==> src/sv/arpe_pkg.sv <==
// Package: shared types and constants of the rotating ambisonic pan encoder.
package arpe_pkg;

   // Configuration register indexes
   localparam int CSR_IDX_W  = 3;
   localparam int CSR_DATA_W = 32;
   typedef logic [CSR_IDX_W-1:0] csr_idx_type;
   localparam csr_idx_type CSR_GAIN      = 3'd0;
   localparam csr_idx_type CSR_START     = 3'd1;
   localparam csr_idx_type CSR_STEP      = 3'd2;
   localparam csr_idx_type CSR_ELEVATION = 3'd3;
   localparam csr_idx_type CSR_PERIPH    = 3'd4;

   localparam logic [15:0] GAIN_RESET = 16'd4096;

   // Output channel slots
   localparam int NUM_CHANS = 9;
   localparam int CH_W = 0;
   localparam int CH_X = 1;
   localparam int CH_Y = 2;
   localparam int CH_Z = 3;
   localparam int CH_R = 4;
   localparam int CH_S = 5;
   localparam int CH_T = 6;
   localparam int CH_U = 7;
   localparam int CH_V = 8;

   // Sequencer steps of the shared multiplier
   typedef logic [4:0] step_type;
   localparam step_type ST_GAIN  = 5'd0;
   localparam step_type ST_XX    = 5'd1;
   localparam step_type ST_YY    = 5'd2;
   localparam step_type ST_XY    = 5'd3;
   localparam step_type ST_ZZ    = 5'd4;
   localparam step_type ST_ZX    = 5'd5;
   localparam step_type ST_YZ    = 5'd6;
   localparam step_type ST_OUT_W = 5'd7;
   localparam step_type ST_OUT_X = 5'd8;
   localparam step_type ST_OUT_Y = 5'd9;
   localparam step_type ST_OUT_Z = 5'd10;
   localparam step_type ST_OUT_R = 5'd11;
   localparam step_type ST_OUT_S = 5'd12;
   localparam step_type ST_OUT_T = 5'd13;
   localparam step_type ST_OUT_U = 5'd14;
   localparam step_type ST_OUT_V = 5'd15;
   localparam step_type ST_DRAIN = 5'd16;

   // Fixed coefficients
   localparam logic signed [17:0] W_COEF = 18'sd23170;
   localparam longint unsigned HALF_PI_Q30 = 64'd1686629713;

   // Controller to datapath commands
   typedef struct packed {
      logic     accept;
      logic     step_en;
      step_type step;
      logic     load_out;
   } cmd_type;

endpackage

==> src/sv/arpe_if.sv <==
// Interfaces: sample, result and configuration channels of the encoder.
interface arpe_req_if #(parameter int SAMPLE_BITS = 24);
   logic                          valid;
   logic                          ready;
   logic signed [SAMPLE_BITS-1:0] sample;
   modport source (output valid, output sample, input ready);
   modport sink (input valid, input sample, output ready);
endinterface

interface arpe_rsp_if #(parameter int SAMPLE_BITS = 24);
   logic                          valid;
   logic                          ready;
   logic signed [SAMPLE_BITS-1:0] chan_w;
   logic signed [SAMPLE_BITS-1:0] chan_x;
   logic signed [SAMPLE_BITS-1:0] chan_y;
   logic signed [SAMPLE_BITS-1:0] chan_z;
   logic signed [SAMPLE_BITS-1:0] chan_r;
   logic signed [SAMPLE_BITS-1:0] chan_s;
   logic signed [SAMPLE_BITS-1:0] chan_t;
   logic signed [SAMPLE_BITS-1:0] chan_u;
   logic signed [SAMPLE_BITS-1:0] chan_v;
   modport source (output valid, output chan_w, output chan_x, output chan_y,
                   output chan_z, output chan_r, output chan_s, output chan_t,
                   output chan_u, output chan_v, input ready);
   modport sink (input valid, input chan_w, input chan_x, input chan_y,
                 input chan_z, input chan_r, input chan_s, input chan_t,
                 input chan_u, input chan_v, output ready);
endinterface

interface arpe_csr_if;
   logic        valid;
   logic        ready;
   logic [2:0]  index;
   logic [31:0] data;
   modport source (output valid, output index, output data, input ready);
   modport sink (input valid, input index, input data, output ready);
endinterface

==> src/sv/ambisonic_rotating_pan_encoder.sv <==
// Top level: second-order ambisonic encoder with rotating azimuth.
//
// Usage
//  req  : one signed mono sample per beat (valid/ready).
//  rsp  : one beat per sample carrying the nine B-format channels
//         W X Y Z R S T U V, each rounded and saturated to SAMPLE_BITS.
//  csr  : register writes (index, data); always ready. Write only while
//         the block is idle. Index 1 also loads the azimuth phase.
//  From acceptance to the result register each sample takes sixteen
//  products through the single shared multiplier, a write-back drain
//  step and one load into the output register. One sample is in flight at
//  a time: a new sample is taken only once the last one has been loaded
//  into the output register. The azimuth phase advances when a sample
//  is taken. The output register keeps its result while the receiver
//  stalls; the next sample is accepted and worked on meanwhile and
//  waits in the datapath until the output register frees.
//  Reset (synchronous) restores the register defaults, zeroes the phase
//  and marks the output register empty.
module ambisonic_rotating_pan_encoder #(
   parameter int SINE_TABLE_DEPTH = 256,
   parameter int SAMPLE_BITS      = 24
) (
   input logic       clock,
   input logic       reset,
   arpe_req_if.sink  req,
   arpe_rsp_if.source rsp,
   arpe_csr_if.sink  csr
);
   import arpe_pkg::*;

   cmd_type                       cmd;
   logic signed [SAMPLE_BITS-1:0] out_chan [NUM_CHANS];

   assign csr.ready = 1'b1;

   arpe_ctrl u_ctrl (
      .clock     (clock),
      .reset     (reset),
      .req_valid (req.valid),
      .req_ready (req.ready),
      .rsp_valid (rsp.valid),
      .rsp_ready (rsp.ready),
      .cmd       (cmd)
   );

   arpe_datapath #(
      .SINE_TABLE_DEPTH (SINE_TABLE_DEPTH),
      .SAMPLE_BITS      (SAMPLE_BITS)
   ) u_datapath (
      .clock     (clock),
      .reset     (reset),
      .cmd       (cmd),
      .sample    (req.sample),
      .csr_we    (csr.valid),
      .csr_index (csr.index),
      .csr_data  (csr.data),
      .out_chan  (out_chan)
   );

   assign rsp.chan_w = out_chan[CH_W];
   assign rsp.chan_x = out_chan[CH_X];
   assign rsp.chan_y = out_chan[CH_Y];
   assign rsp.chan_z = out_chan[CH_Z];
   assign rsp.chan_r = out_chan[CH_R];
   assign rsp.chan_s = out_chan[CH_S];
   assign rsp.chan_t = out_chan[CH_T];
   assign rsp.chan_u = out_chan[CH_U];
   assign rsp.chan_v = out_chan[CH_V];
endmodule

==> src/sv/arpe_ctrl.sv <==
// Controller: sequences the shared multiplier and hands results to the output register.
module arpe_ctrl (
   input  logic              clock,
   input  logic              reset,
   input  logic              req_valid,
   output logic              req_ready,
   output logic              rsp_valid,
   input  logic              rsp_ready,
   output arpe_pkg::cmd_type cmd
);
   import arpe_pkg::*;

   typedef enum logic [2:0] {
      ST_IDLE = 3'b001,
      ST_RUN  = 3'b010,
      ST_HOLD = 3'b100
   } state_type;

   state_type state_ff, state_in;
   step_type  step_ff, step_in;
   logic      rsp_valid_ff, rsp_valid_in;
   logic      slot_free;

   assign req_ready = (state_ff == ST_IDLE);
   assign rsp_valid = rsp_valid_ff;
   assign slot_free = !rsp_valid_ff || rsp_ready;

   // Next state and commands
   always_comb begin
      state_in     = state_ff;
      step_in      = step_ff;
      cmd          = '0;
      rsp_valid_in = rsp_valid_ff && !rsp_ready;
      unique case (state_ff)
         ST_IDLE: begin
            if (req_valid) begin
               cmd.accept = 1'b1;
               step_in    = ST_GAIN;
               state_in   = ST_RUN;
            end
         end
         ST_RUN: begin
            cmd.step_en = (step_ff != ST_DRAIN);
            cmd.step    = step_ff;
            if (step_ff == ST_DRAIN) begin
               state_in = ST_HOLD;
            end else begin
               step_in = step_ff + 5'd1;
            end
         end
         ST_HOLD: begin
            if (slot_free) begin
               cmd.load_out = 1'b1;
               rsp_valid_in = 1'b1;
               state_in     = ST_IDLE;
            end
         end
         default: state_in = ST_IDLE;
      endcase
   end

   // Hold control state
   always_ff @(posedge clock) begin
      if (reset) begin
         state_ff     <= ST_IDLE;
         step_ff      <= ST_GAIN;
         rsp_valid_ff <= 1'b0;
      end else begin
         state_ff     <= state_in;
         step_ff      <= step_in;
         rsp_valid_ff <= rsp_valid_in;
      end
   end

   a_accept_starts: assert property (@(posedge clock) disable iff (reset)
      (req_valid && req_ready) |=> (state_ff == ST_RUN && step_ff == ST_GAIN))
      else $error("accepted beat did not start the sequence");
   a_load_free: assert property (@(posedge clock) disable iff (reset)
      cmd.load_out |-> (!rsp_valid_ff || rsp_ready))
      else $error("result overwritten before it was taken");
   a_step_range: assert property (@(posedge clock) disable iff (reset)
      (state_ff == ST_RUN) |-> (step_ff <= ST_DRAIN))
      else $error("step counter out of range");
   a_load_valid: assert property (@(posedge clock) disable iff (reset)
      cmd.load_out |=> rsp_valid_ff)
      else $error("loaded result not presented");
endmodule

==> src/sv/arpe_datapath.sv <==
// Datapath: configuration, phase, sine ROM, shared multiplier and result registers.
module arpe_datapath #(
   parameter int SINE_TABLE_DEPTH = 256,
   parameter int SAMPLE_BITS      = 24
) (
   input  logic                          clock,
   input  logic                          reset,
   input  arpe_pkg::cmd_type             cmd,
   input  logic signed [SAMPLE_BITS-1:0] sample,
   input  logic                          csr_we,
   input  arpe_pkg::csr_idx_type         csr_index,
   input  logic [31:0]                   csr_data,
   output logic signed [SAMPLE_BITS-1:0] out_chan [arpe_pkg::NUM_CHANS]
);
   import arpe_pkg::*;

   localparam int KW = $clog2(SINE_TABLE_DEPTH);
   localparam int GW = SAMPLE_BITS + 5;
   localparam int PW = GW + 18;
   localparam logic signed [PW-1:0] RND14 = PW'(16384);
   localparam logic signed [PW-1:0] RND15 = PW'(32768);
   localparam logic signed [PW-1:0] Q30   = PW'(64'd1073741824);
   localparam logic signed [PW-1:0] OUT_MAX = PW'((64'sd1 <<< (SAMPLE_BITS-1)) - 64'sd1);
   localparam logic signed [PW-1:0] OUT_MIN = -OUT_MAX - PW'(1);
   localparam longint unsigned ROM_DIV = 64'(2 * SINE_TABLE_DEPTH);

   typedef logic [15:0] rom_type [SINE_TABLE_DEPTH];

   // Quarter-wave sine by truncated Taylor series in Q2.30
   function automatic rom_type build_rom();
      rom_type         rom;
      longint unsigned x;
      longint unsigned x2;
      longint unsigned term;
      longint          sum;
      longint          r;
      for (int k = 0; k < SINE_TABLE_DEPTH; k++) begin
         x    = ((64'(2 * k + 1)) * HALF_PI_Q30) / ROM_DIV;
         x2   = (x * x) >> 30;
         term = x;
         sum  = longint'(x);
         term = ((term * x2) >> 30) / 64'd6;
         sum  = sum - longint'(term);
         term = ((term * x2) >> 30) / 64'd20;
         sum  = sum + longint'(term);
         term = ((term * x2) >> 30) / 64'd42;
         sum  = sum - longint'(term);
         term = ((term * x2) >> 30) / 64'd72;
         sum  = sum + longint'(term);
         term = ((term * x2) >> 30) / 64'd110;
         sum  = sum - longint'(term);
         term = ((term * x2) >> 30) / 64'd156;
         sum  = sum + longint'(term);
         r    = (sum + 64'sd16384) >>> 15;
         if (r > 64'sd32767) r = 64'sd32767;
         if (r < 64'sd0) r = 64'sd0;
         rom[k] = r[15:0];
      end
      return rom;
   endfunction

   localparam rom_type SINE_ROM = build_rom();

   // Full-wave sine from the quarter-wave table
   function automatic logic signed [15:0] lookup(input logic [31:0] p);
      logic [30+KW:0]   scaled;
      logic [KW-1:0]    k;
      logic signed [15:0] v;
      scaled = (31+KW)'(p[29:0]) * (31+KW)'(SINE_TABLE_DEPTH);
      k      = scaled[30 +: KW];
      if (p[30]) k = KW'(SINE_TABLE_DEPTH - 1) - k;
      v = signed'(SINE_ROM[k]);
      return p[31] ? -v : v;
   endfunction

   function automatic logic signed [SAMPLE_BITS-1:0] sat(input logic signed [PW-1:0] v);
      if (v > OUT_MAX) return OUT_MAX[SAMPLE_BITS-1:0];
      if (v < OUT_MIN) return OUT_MIN[SAMPLE_BITS-1:0];
      return v[SAMPLE_BITS-1:0];
   endfunction

   logic [15:0]                   gain_ff;
   logic [31:0]                   phase_ff;
   logic [31:0]                   phase_step_ff;
   logic signed [15:0]            elev_ff;
   logic                          periph_ff;
   logic signed [SAMPLE_BITS-1:0] sample_ff;
   logic signed [15:0]            x_ff, y_ff;
   logic signed [GW-1:0]          g_ff;
   logic signed [31:0]            xx_ff;
   logic signed [17:0]            cu_ff, cv_ff, cr_ff, cs_ff, ct_ff;
   logic signed [PW-1:0]          prod_ff;
   logic                          wb_en_ff;
   step_type                      wb_step_ff;
   logic signed [SAMPLE_BITS-1:0] res_ff [NUM_CHANS];
   logic signed [SAMPLE_BITS-1:0] out_ff [NUM_CHANS];

   logic signed [GW-1:0] a_op;
   logic signed [17:0]   b_op;
   logic signed [PW-1:0] prod_in;
   logic signed [PW-1:0] xx_ext, u_sum, v_sum, r_sum, o_sum;

   // Configuration registers and azimuth phase
   always_ff @(posedge clock) begin
      if (reset) begin
         gain_ff       <= GAIN_RESET;
         phase_ff      <= '0;
         phase_step_ff <= '0;
         elev_ff       <= '0;
         periph_ff     <= 1'b0;
      end else if (csr_we) begin
         case (csr_index)
            CSR_GAIN:      gain_ff <= csr_data[15:0];
            CSR_START:     phase_ff <= csr_data;
            CSR_STEP:      phase_step_ff <= csr_data;
            CSR_ELEVATION: elev_ff <= signed'(csr_data[15:0]);
            CSR_PERIPH:    periph_ff <= csr_data[0];
            default: ;
         endcase
      end else if (cmd.accept) begin
         phase_ff <= phase_ff + phase_step_ff;
      end
   end

   // Capture sample and read cos and sin at the current phase
   always_ff @(posedge clock) begin
      if (cmd.accept) begin
         sample_ff <= sample;
         x_ff      <= lookup(phase_ff + 32'h4000_0000);
         y_ff      <= lookup(phase_ff);
      end
   end

   // Select multiplier operands per step
   always_comb begin
      a_op = GW'(x_ff);
      b_op = 18'(x_ff);
      case (cmd.step)
         ST_GAIN:  begin a_op = GW'(sample_ff); b_op = signed'({2'b00, gain_ff}); end
         ST_XX:    begin a_op = GW'(x_ff); b_op = 18'(x_ff); end
         ST_YY:    begin a_op = GW'(y_ff); b_op = 18'(y_ff); end
         ST_XY:    begin a_op = GW'(x_ff); b_op = 18'(y_ff); end
         ST_ZZ:    begin a_op = GW'(elev_ff); b_op = 18'(elev_ff); end
         ST_ZX:    begin a_op = GW'(elev_ff); b_op = 18'(x_ff); end
         ST_YZ:    begin a_op = GW'(y_ff); b_op = 18'(elev_ff); end
         ST_OUT_W: begin a_op = g_ff; b_op = W_COEF; end
         ST_OUT_X: begin a_op = g_ff; b_op = 18'(x_ff); end
         ST_OUT_Y: begin a_op = g_ff; b_op = 18'(y_ff); end
         ST_OUT_Z: begin a_op = g_ff; b_op = 18'(elev_ff); end
         ST_OUT_R: begin a_op = g_ff; b_op = cr_ff; end
         ST_OUT_S: begin a_op = g_ff; b_op = cs_ff; end
         ST_OUT_T: begin a_op = g_ff; b_op = ct_ff; end
         ST_OUT_U: begin a_op = g_ff; b_op = cu_ff; end
         ST_OUT_V: begin a_op = g_ff; b_op = cv_ff; end
         default: ;
      endcase
   end

   assign prod_in = PW'(a_op) * PW'(b_op);

   // Register the product
   always_ff @(posedge clock) begin
      if (reset) begin
         wb_en_ff <= 1'b0;
      end else begin
         wb_en_ff <= cmd.step_en;
      end
      prod_ff    <= prod_in;
      wb_step_ff <= cmd.step;
   end

   // Round the registered product into coefficients and channels
   assign xx_ext = PW'(xx_ff);
   assign u_sum  = (xx_ext - prod_ff + RND14) >>> 15;
   assign v_sum  = ((prod_ff <<< 1) + RND14) >>> 15;
   assign r_sum  = (prod_ff + (prod_ff <<< 1) - Q30 + RND15) >>> 16;
   assign o_sum  = (prod_ff + RND14) >>> 15;

   // Write back by step
   always_ff @(posedge clock) begin
      if (wb_en_ff) begin
         case (wb_step_ff)
            ST_GAIN:  g_ff  <= GW'(prod_ff >>> 12);
            ST_XX:    xx_ff <= prod_ff[31:0];
            ST_YY:    cu_ff <= u_sum[17:0];
            ST_XY:    cv_ff <= v_sum[17:0];
            ST_ZZ:    cr_ff <= r_sum[17:0];
            ST_ZX:    cs_ff <= v_sum[17:0];
            ST_YZ:    ct_ff <= v_sum[17:0];
            ST_OUT_W: res_ff[CH_W] <= sat(o_sum);
            ST_OUT_X: res_ff[CH_X] <= sat(o_sum);
            ST_OUT_Y: res_ff[CH_Y] <= sat(o_sum);
            ST_OUT_Z: res_ff[CH_Z] <= sat(o_sum);
            ST_OUT_R: res_ff[CH_R] <= sat(o_sum);
            ST_OUT_S: res_ff[CH_S] <= sat(o_sum);
            ST_OUT_T: res_ff[CH_T] <= sat(o_sum);
            ST_OUT_U: res_ff[CH_U] <= sat(o_sum);
            ST_OUT_V: res_ff[CH_V] <= sat(o_sum);
            default: ;
         endcase
      end
   end

   // Load the output register; drop height channels when horizontal
   always_ff @(posedge clock) begin
      if (cmd.load_out) begin
         for (int i = 0; i < NUM_CHANS; i++) begin
            if (!periph_ff && (i == CH_Z || i == CH_R || i == CH_S || i == CH_T)) begin
               out_ff[i] <= '0;
            end else begin
               out_ff[i] <= res_ff[i];
            end
         end
      end
   end

   assign out_chan = out_ff;
endmodule
==> src/flat_wrapper.sv <==
// flat-port wrapper written by rule: the top's interface ports become plain ports
module ambisonic_rotating_pan_encoder_flat import arpe_pkg::*;
#(
   parameter int SINE_TABLE_DEPTH = 256,
   parameter int SAMPLE_BITS      = 24
)
  (clock, reset, req_valid, req_sample, req_ready, rsp_valid, rsp_chan_w, rsp_chan_x, rsp_chan_y, rsp_chan_z, rsp_chan_r, rsp_chan_s, rsp_chan_t, rsp_chan_u, rsp_chan_v, rsp_ready, csr_valid, csr_index, csr_data, csr_ready);
  arpe_req_if #(.SAMPLE_BITS(SAMPLE_BITS)) req_i ();
  arpe_rsp_if #(.SAMPLE_BITS(SAMPLE_BITS)) rsp_i ();
  arpe_csr_if csr_i ();
  input logic clock;
  input logic reset;
  input wire logic [$bits(req_i.valid)-1:0] req_valid;
  input wire logic [$bits(req_i.sample)-1:0] req_sample;
  output wire logic [$bits(req_i.ready)-1:0] req_ready;
  output wire logic [$bits(rsp_i.valid)-1:0] rsp_valid;
  output wire logic [$bits(rsp_i.chan_w)-1:0] rsp_chan_w;
  output wire logic [$bits(rsp_i.chan_x)-1:0] rsp_chan_x;
  output wire logic [$bits(rsp_i.chan_y)-1:0] rsp_chan_y;
  output wire logic [$bits(rsp_i.chan_z)-1:0] rsp_chan_z;
  output wire logic [$bits(rsp_i.chan_r)-1:0] rsp_chan_r;
  output wire logic [$bits(rsp_i.chan_s)-1:0] rsp_chan_s;
  output wire logic [$bits(rsp_i.chan_t)-1:0] rsp_chan_t;
  output wire logic [$bits(rsp_i.chan_u)-1:0] rsp_chan_u;
  output wire logic [$bits(rsp_i.chan_v)-1:0] rsp_chan_v;
  input wire logic [$bits(rsp_i.ready)-1:0] rsp_ready;
  input wire logic [$bits(csr_i.valid)-1:0] csr_valid;
  input wire logic [$bits(csr_i.index)-1:0] csr_index;
  input wire logic [$bits(csr_i.data)-1:0] csr_data;
  output wire logic [$bits(csr_i.ready)-1:0] csr_ready;
  assign req_i.valid = req_valid;
  assign req_i.sample = req_sample;
  assign req_ready = req_i.ready;
  assign rsp_valid = rsp_i.valid;
  assign rsp_chan_w = rsp_i.chan_w;
  assign rsp_chan_x = rsp_i.chan_x;
  assign rsp_chan_y = rsp_i.chan_y;
  assign rsp_chan_z = rsp_i.chan_z;
  assign rsp_chan_r = rsp_i.chan_r;
  assign rsp_chan_s = rsp_i.chan_s;
  assign rsp_chan_t = rsp_i.chan_t;
  assign rsp_chan_u = rsp_i.chan_u;
  assign rsp_chan_v = rsp_i.chan_v;
  assign rsp_i.ready = rsp_ready;
  assign csr_i.valid = csr_valid;
  assign csr_i.index = csr_index;
  assign csr_i.data = csr_data;
  assign csr_ready = csr_i.ready;
  ambisonic_rotating_pan_encoder #(.SINE_TABLE_DEPTH(SINE_TABLE_DEPTH), .SAMPLE_BITS(SAMPLE_BITS)) u_core (.clock(clock), .reset(reset), .req(req_i), .rsp(rsp_i), .csr(csr_i));
endmodule
==> config.mk <==
export PLATFORM = sky130hd
export DESIGN_NAME = ambisonic_rotating_pan_encoder_flat
export DESIGN_NICKNAME = d
export VERILOG_FILES = /design/src/sv/arpe_pkg.sv /design/src/sv/arpe_if.sv /design/src/sv/ambisonic_rotating_pan_encoder.sv /design/src/sv/arpe_ctrl.sv /design/src/sv/arpe_datapath.sv /design/src/flat_wrapper.sv
export SDC_FILE = /design/constraint.sdc
export NUM_CORES = 2
export LEC_CHECK = 0
export ABC_CLOCK_PERIOD_IN_PS = 26000
export BUFFER_PORTS_ARGS = -buffer_cell sky130_fd_sc_hd__buf_2
export CAP_MARGIN = 20
export CORE_ASPECT_RATIO = 1.4
export CORE_UTILIZATION = 30
export DETAILED_ROUTE_END_ITERATION = 10
export PLACE_DENSITY_LB_ADDON = 0.15
export REMOVE_ABC_BUFFERS = 1
export SKIP_CTS_REPAIR_TIMING = 1
export SYNTH_ARGS = -nofsm -noshare
export SYNTH_HDL_FRONTEND = slang
export SYNTH_HIERARCHICAL = 1
export SYNTH_SLANG_ARGS = --single-unit
==> constraint.sdc <==
create_clock -name clock -period 26 [get_ports clock]
set_input_delay 5.2 -clock clock [delete_from_list [all_inputs] [get_ports clock]]
set_output_delay 5.2 -clock clock [all_outputs]
set_load 0.1 [all_outputs]
==> tab_implementation.tex <==
\begin{tabular}{lr}
\hline
Metric & Value \\
\hline
\multicolumn{2}{l}{\textbf{Floorplanning}} \\
\quad Vertical die dimension & 553 um \\
\quad Core Region & 0.216 mm2 \\
\quad Total die area & 0.219 mm2 \\
\quad DIE WIDTH & 396 um \\
\quad Ports & approximately 280 \\
\quad Starting density of the core & 0.301 \\
\quad Row count & a little over 200 \\
\multicolumn{2}{l}{\textbf{Critical path}} \\
\quad Cell with the largest stage delay on the worst path & a21oi\_1 \\
\quad Most frequent cell on the critical path & fa\_1 \\
\quad Top cell family by delay on the critical path & compound AO/OA/AOI/OAI gates \\
\quad Crit path kind & reg -> reg \\
\quad Element type at the critical path end & register \\
\quad Biggest cell delay along the critical path & between 0.8 and 0.9 ns \\
\quad Worst setup SP type & register \\
\quad Data required, critical path & between 20 and 30 ns \\
\quad Worst Path Arrival & roughly 11 ns \\
\quad Bufs and invs on worst path & 5 \\
\quad Crit Path Max Fanout & 16 \\
\multicolumn{2}{l}{\textbf{Global route}} \\
\quad Total Routing Usage GR & 0.279 \\
\quad Antenna violations before repair & 21 \\
\quad Wire length of the first global-routing pass & approximately 440,000 um \\
\quad Maximum number of pins on one net before global-route repair & 110 \\
\quad Total congestion overflow & 0 \\
\quad Vias in the first global route & roughly 57,000 \\
\multicolumn{2}{l}{\textbf{Cells and area}} \\
\quad Filler cell count in the final layout & 22,200 \\
\quad Synth-to-Final Area Change & 12.1\% \\
\quad Count of nets after finishing & around 8,000 \\
\quad Most frequent standard cell in the layout excluding fill and tap cells & inv\_1 \\
\quad Share of final-layout standard cells stronger than drive strength 1 & 0.121 \\
\quad Leading cell types in the layout, fill and taps excluded & inv\_1 (739), nand2\_1 (716), edfxtp\_1 (639) \\
\quad Finished Core Util & 0.338 \\
\multicolumn{2}{l}{\textbf{STA}} \\
\quad Tcrit/Tclk final & 0.404 \\
\quad Min Hold Slack & approximately 0.4 ns \\
\quad Setup repair after global routing missed its margin & no \\
\quad Transition time of the tightest slew-check pin & 1.30 ns \\
\quad Post-layout min period & roughly 11 ns \\
\quad Final setup violation count & 0 \\
\quad Final-report max-slew violation count & 0 \\
\quad Largest clock skew in the final design & between 0.05 and 0.06 ns \\
\quad Hold Fails Final Rpt & 0 \\
\quad Worst-case headroom to the max-slew limit & 0.124 \\
\quad Achievable clock frequency & 95.2 MHz \\
\multicolumn{2}{l}{\textbf{Placed design}} \\
\quad Port bufs & approximately 280 \\
\quad DP Wirelength & 230,000 um \\
\quad Final weighted congestion in routability-driven placement & 1.03 \\
\multicolumn{2}{l}{\textbf{Detailed routing}} \\
\quad Aggregate routed wire length & 313,000 um \\
\quad Vias per Instance & between 5 and 6 \\
\quad Initial DRC count & between 5,000 and 6,000 \\
\quad Detailed Routing Iterations Pass 1 & 9 \\
\quad Via count & between 50,000 and 60,000 \\
\quad WL per Instance & $\sim$32 um \\
\quad Drc violations & 0 \\
\quad Residual antenna-violating net count after detailed routing & 0 \\
\multicolumn{2}{l}{\textbf{Synth}} \\
\quad Post-synthesis instance total & between 6,000 and 7,000 \\
\quad Fraction of synthesis flops using an asynchronous set or reset pin & 0 \\
\quad Sequential area share after synthesis & 0.344 \\
\quad Netlist area before placement & around 0.065 mm2 \\
\quad Flop and latch count out of synthesis & 798 \\
\quad Count of warnings emitted by yosys & 6 \\
\quad Prevailing post-synth register cell & edfxtp\_1 \\
\quad Number of unique standard cell types used by synthesis & roughly 110 \\
\quad Average size of a mapped cell & around 9.5 um2 \\
\quad Post-synth EDFFs & 639 \\
\multicolumn{2}{l}{\textbf{Clocking}} \\
\quad CTS Buffer Depth & 3 \\
\quad Clock tree sinks & between 700 and 800 \\
\quad Clock tree from TritonCTS & yes \\
\quad Clk Latency, worst-skew pair & 0.69 ns \\
\quad Library cell used as clock root buffer & clkbuf\_16 \\
\quad H-tree levels & 3 \\
\quad Clock slew at the register clock pins of the worst setup and hold paths & roughly 0.070 ns \\
\quad Clock buffers created by TritonCTS & 80 \\
\multicolumn{2}{l}{\textbf{Power}} \\
\quad Leakage power figure & about 29 nW \\
\quad Maximum vdd ir drop & slightly above 0.05 mV \\
\quad PD cells & 68.7 mW/mm2 \\
\multicolumn{2}{l}{\textbf{Job}} \\
\quad MaxCap Viol Count & 0 \\
\multicolumn{2}{l}{\textbf{Run status}} \\
\quad Run status & finished clean \\
\multicolumn{2}{l}{\textbf{Min path}} \\
\quad HP Class & reg -> reg \\
\hline
\end{tabular}
worst paths after layout:
path | start | slack (ns) | endpoint | cells past startpoint
min reg2reg | u_core/u_datapath/res_ff[0][71] | 0.41 | u_core/u_datapath/out_chan[167] | 0
max reg2reg | u_core/u_ctrl/state_ff[1] | 15.49 | u_core/u_datapath/prod_ff[42] | 29
min | u_core/u_datapath/res_ff[0][71] | 0.41 | u_core/u_datapath/out_chan[167] | 0
max | u_core/u_ctrl/state_ff[1] | 15.49 | u_core/u_datapath/prod_ff[42] | 29
kinds of logic (layout without fill, tap and decap cells):
group,count (synthesis),count (layout),share of synthesized area
adders and majority gates,845,845,0.221
buffers and inverters,1232,1430,0.0766
other,1,19,0.0000576
and+or+nand+nor,1927,1927,0.136
DFF,798,798,0.344
AOI/OAI and AO/OA,1779,1779,0.183
muxes,75,75,0.0136
xor gates and xnor gates,184,184,0.0256
per-stage QoR:
step	area [um2]	std cells	worst slack (ns)	power (mW)	setup TNS [ns]
after floorplan	62900	6356	-0.861	2.85	-185.91
final	73000	9913	15.49	5.02	0
after global routing	73000	9901	14.85	5.22	0
after detailed placement	70200	9735	15.47	3.77	0
after global placement	70100	9731	15.54	3.77	0
after CTS	72900	9885	15.40	4.99	0
final cells by class:
cell class                 instances  area, um2  area share
clock inverter                    58        603     0.00826
inverter                         747       2810      0.0384
multi-input combinational       4811      38100       0.522
timing repair buffer             533       3360      0.0460
tap                             2856       3570      0.0490
antenna                           18       45.0    0.000617
sequential                       798      22400       0.307
clock buffer                      92       2080      0.0285
routing by layer:
layer	track usage	wire, um	up-vias
li1	-	-	24200
met1	0.323	117000	28400
met2	0.464	148000	3027
met3	0.0536	23400	995
met4	0.196	25300	12
met5	0.000220	80	-
where the power goes:
part / leakage, nW / switching, mW / total, mW / internal [mW]
logic: 20.3 / 1.49 / 2.16 / 0.668
clock network: 1.29 / 0.538 / 1.19 / 0.649
registers: 7.05 / 0.102 / 1.67 / 1.57
synthesized netlist by cell type, drive strengths merged (20+ instances only):
cell type	count	area (um2)
nor3	89	450
o21ai	396	1990
a31oi	63	394
nand3	78	390
and2	134	838
o211ai	103	778
o22ai	87	544
buf	204	1130
nor3b	20	155
a221oi	91	810
edfxtp	639	19200
a221o	41	410
nand3b	21	158
mux2i	57	571
fa	512	10200
or3	30	198
o221ai	70	613
o31ai	29	218
clkbuf	281	1060
a22o	24	210
o311ai	26	245
nor2b	82	513
xnor2	133	1190
or2	37	231
dfxtp	159	3180
and3	33	206
a21oi	384	1920
xor2	51	473
o21a	30	225
a22oi	55	413
nor2	556	2100
inv	744	2790
nand2b	63	394
a21o	80	601
ha	333	4170
nand2	722	2720
a211oi	87	658
flip-flops by register name, indices dropped and copies added, names as in the netlist, 18 cells and up:
name                             count
u_core/u_datapath/out_chan         216
u_core/u_datapath/res_ff           216
u_core/u_datapath/prod_ff           47
u_core/u_datapath/phase_ff          32
u_core/u_datapath/phase_step_ff     32
u_core/u_datapath/xx_ff             32
u_core/u_datapath/g_ff              29
u_core/u_datapath/sample_ff         24
u_core/u_datapath/cr_ff             18
u_core/u_datapath/cs_ff             18
u_core/u_datapath/ct_ff             18
u_core/u_datapath/cu_ff             18
u_core/u_datapath/cv_ff             18
Note: power is estimated with default switching activity, not from simulation.
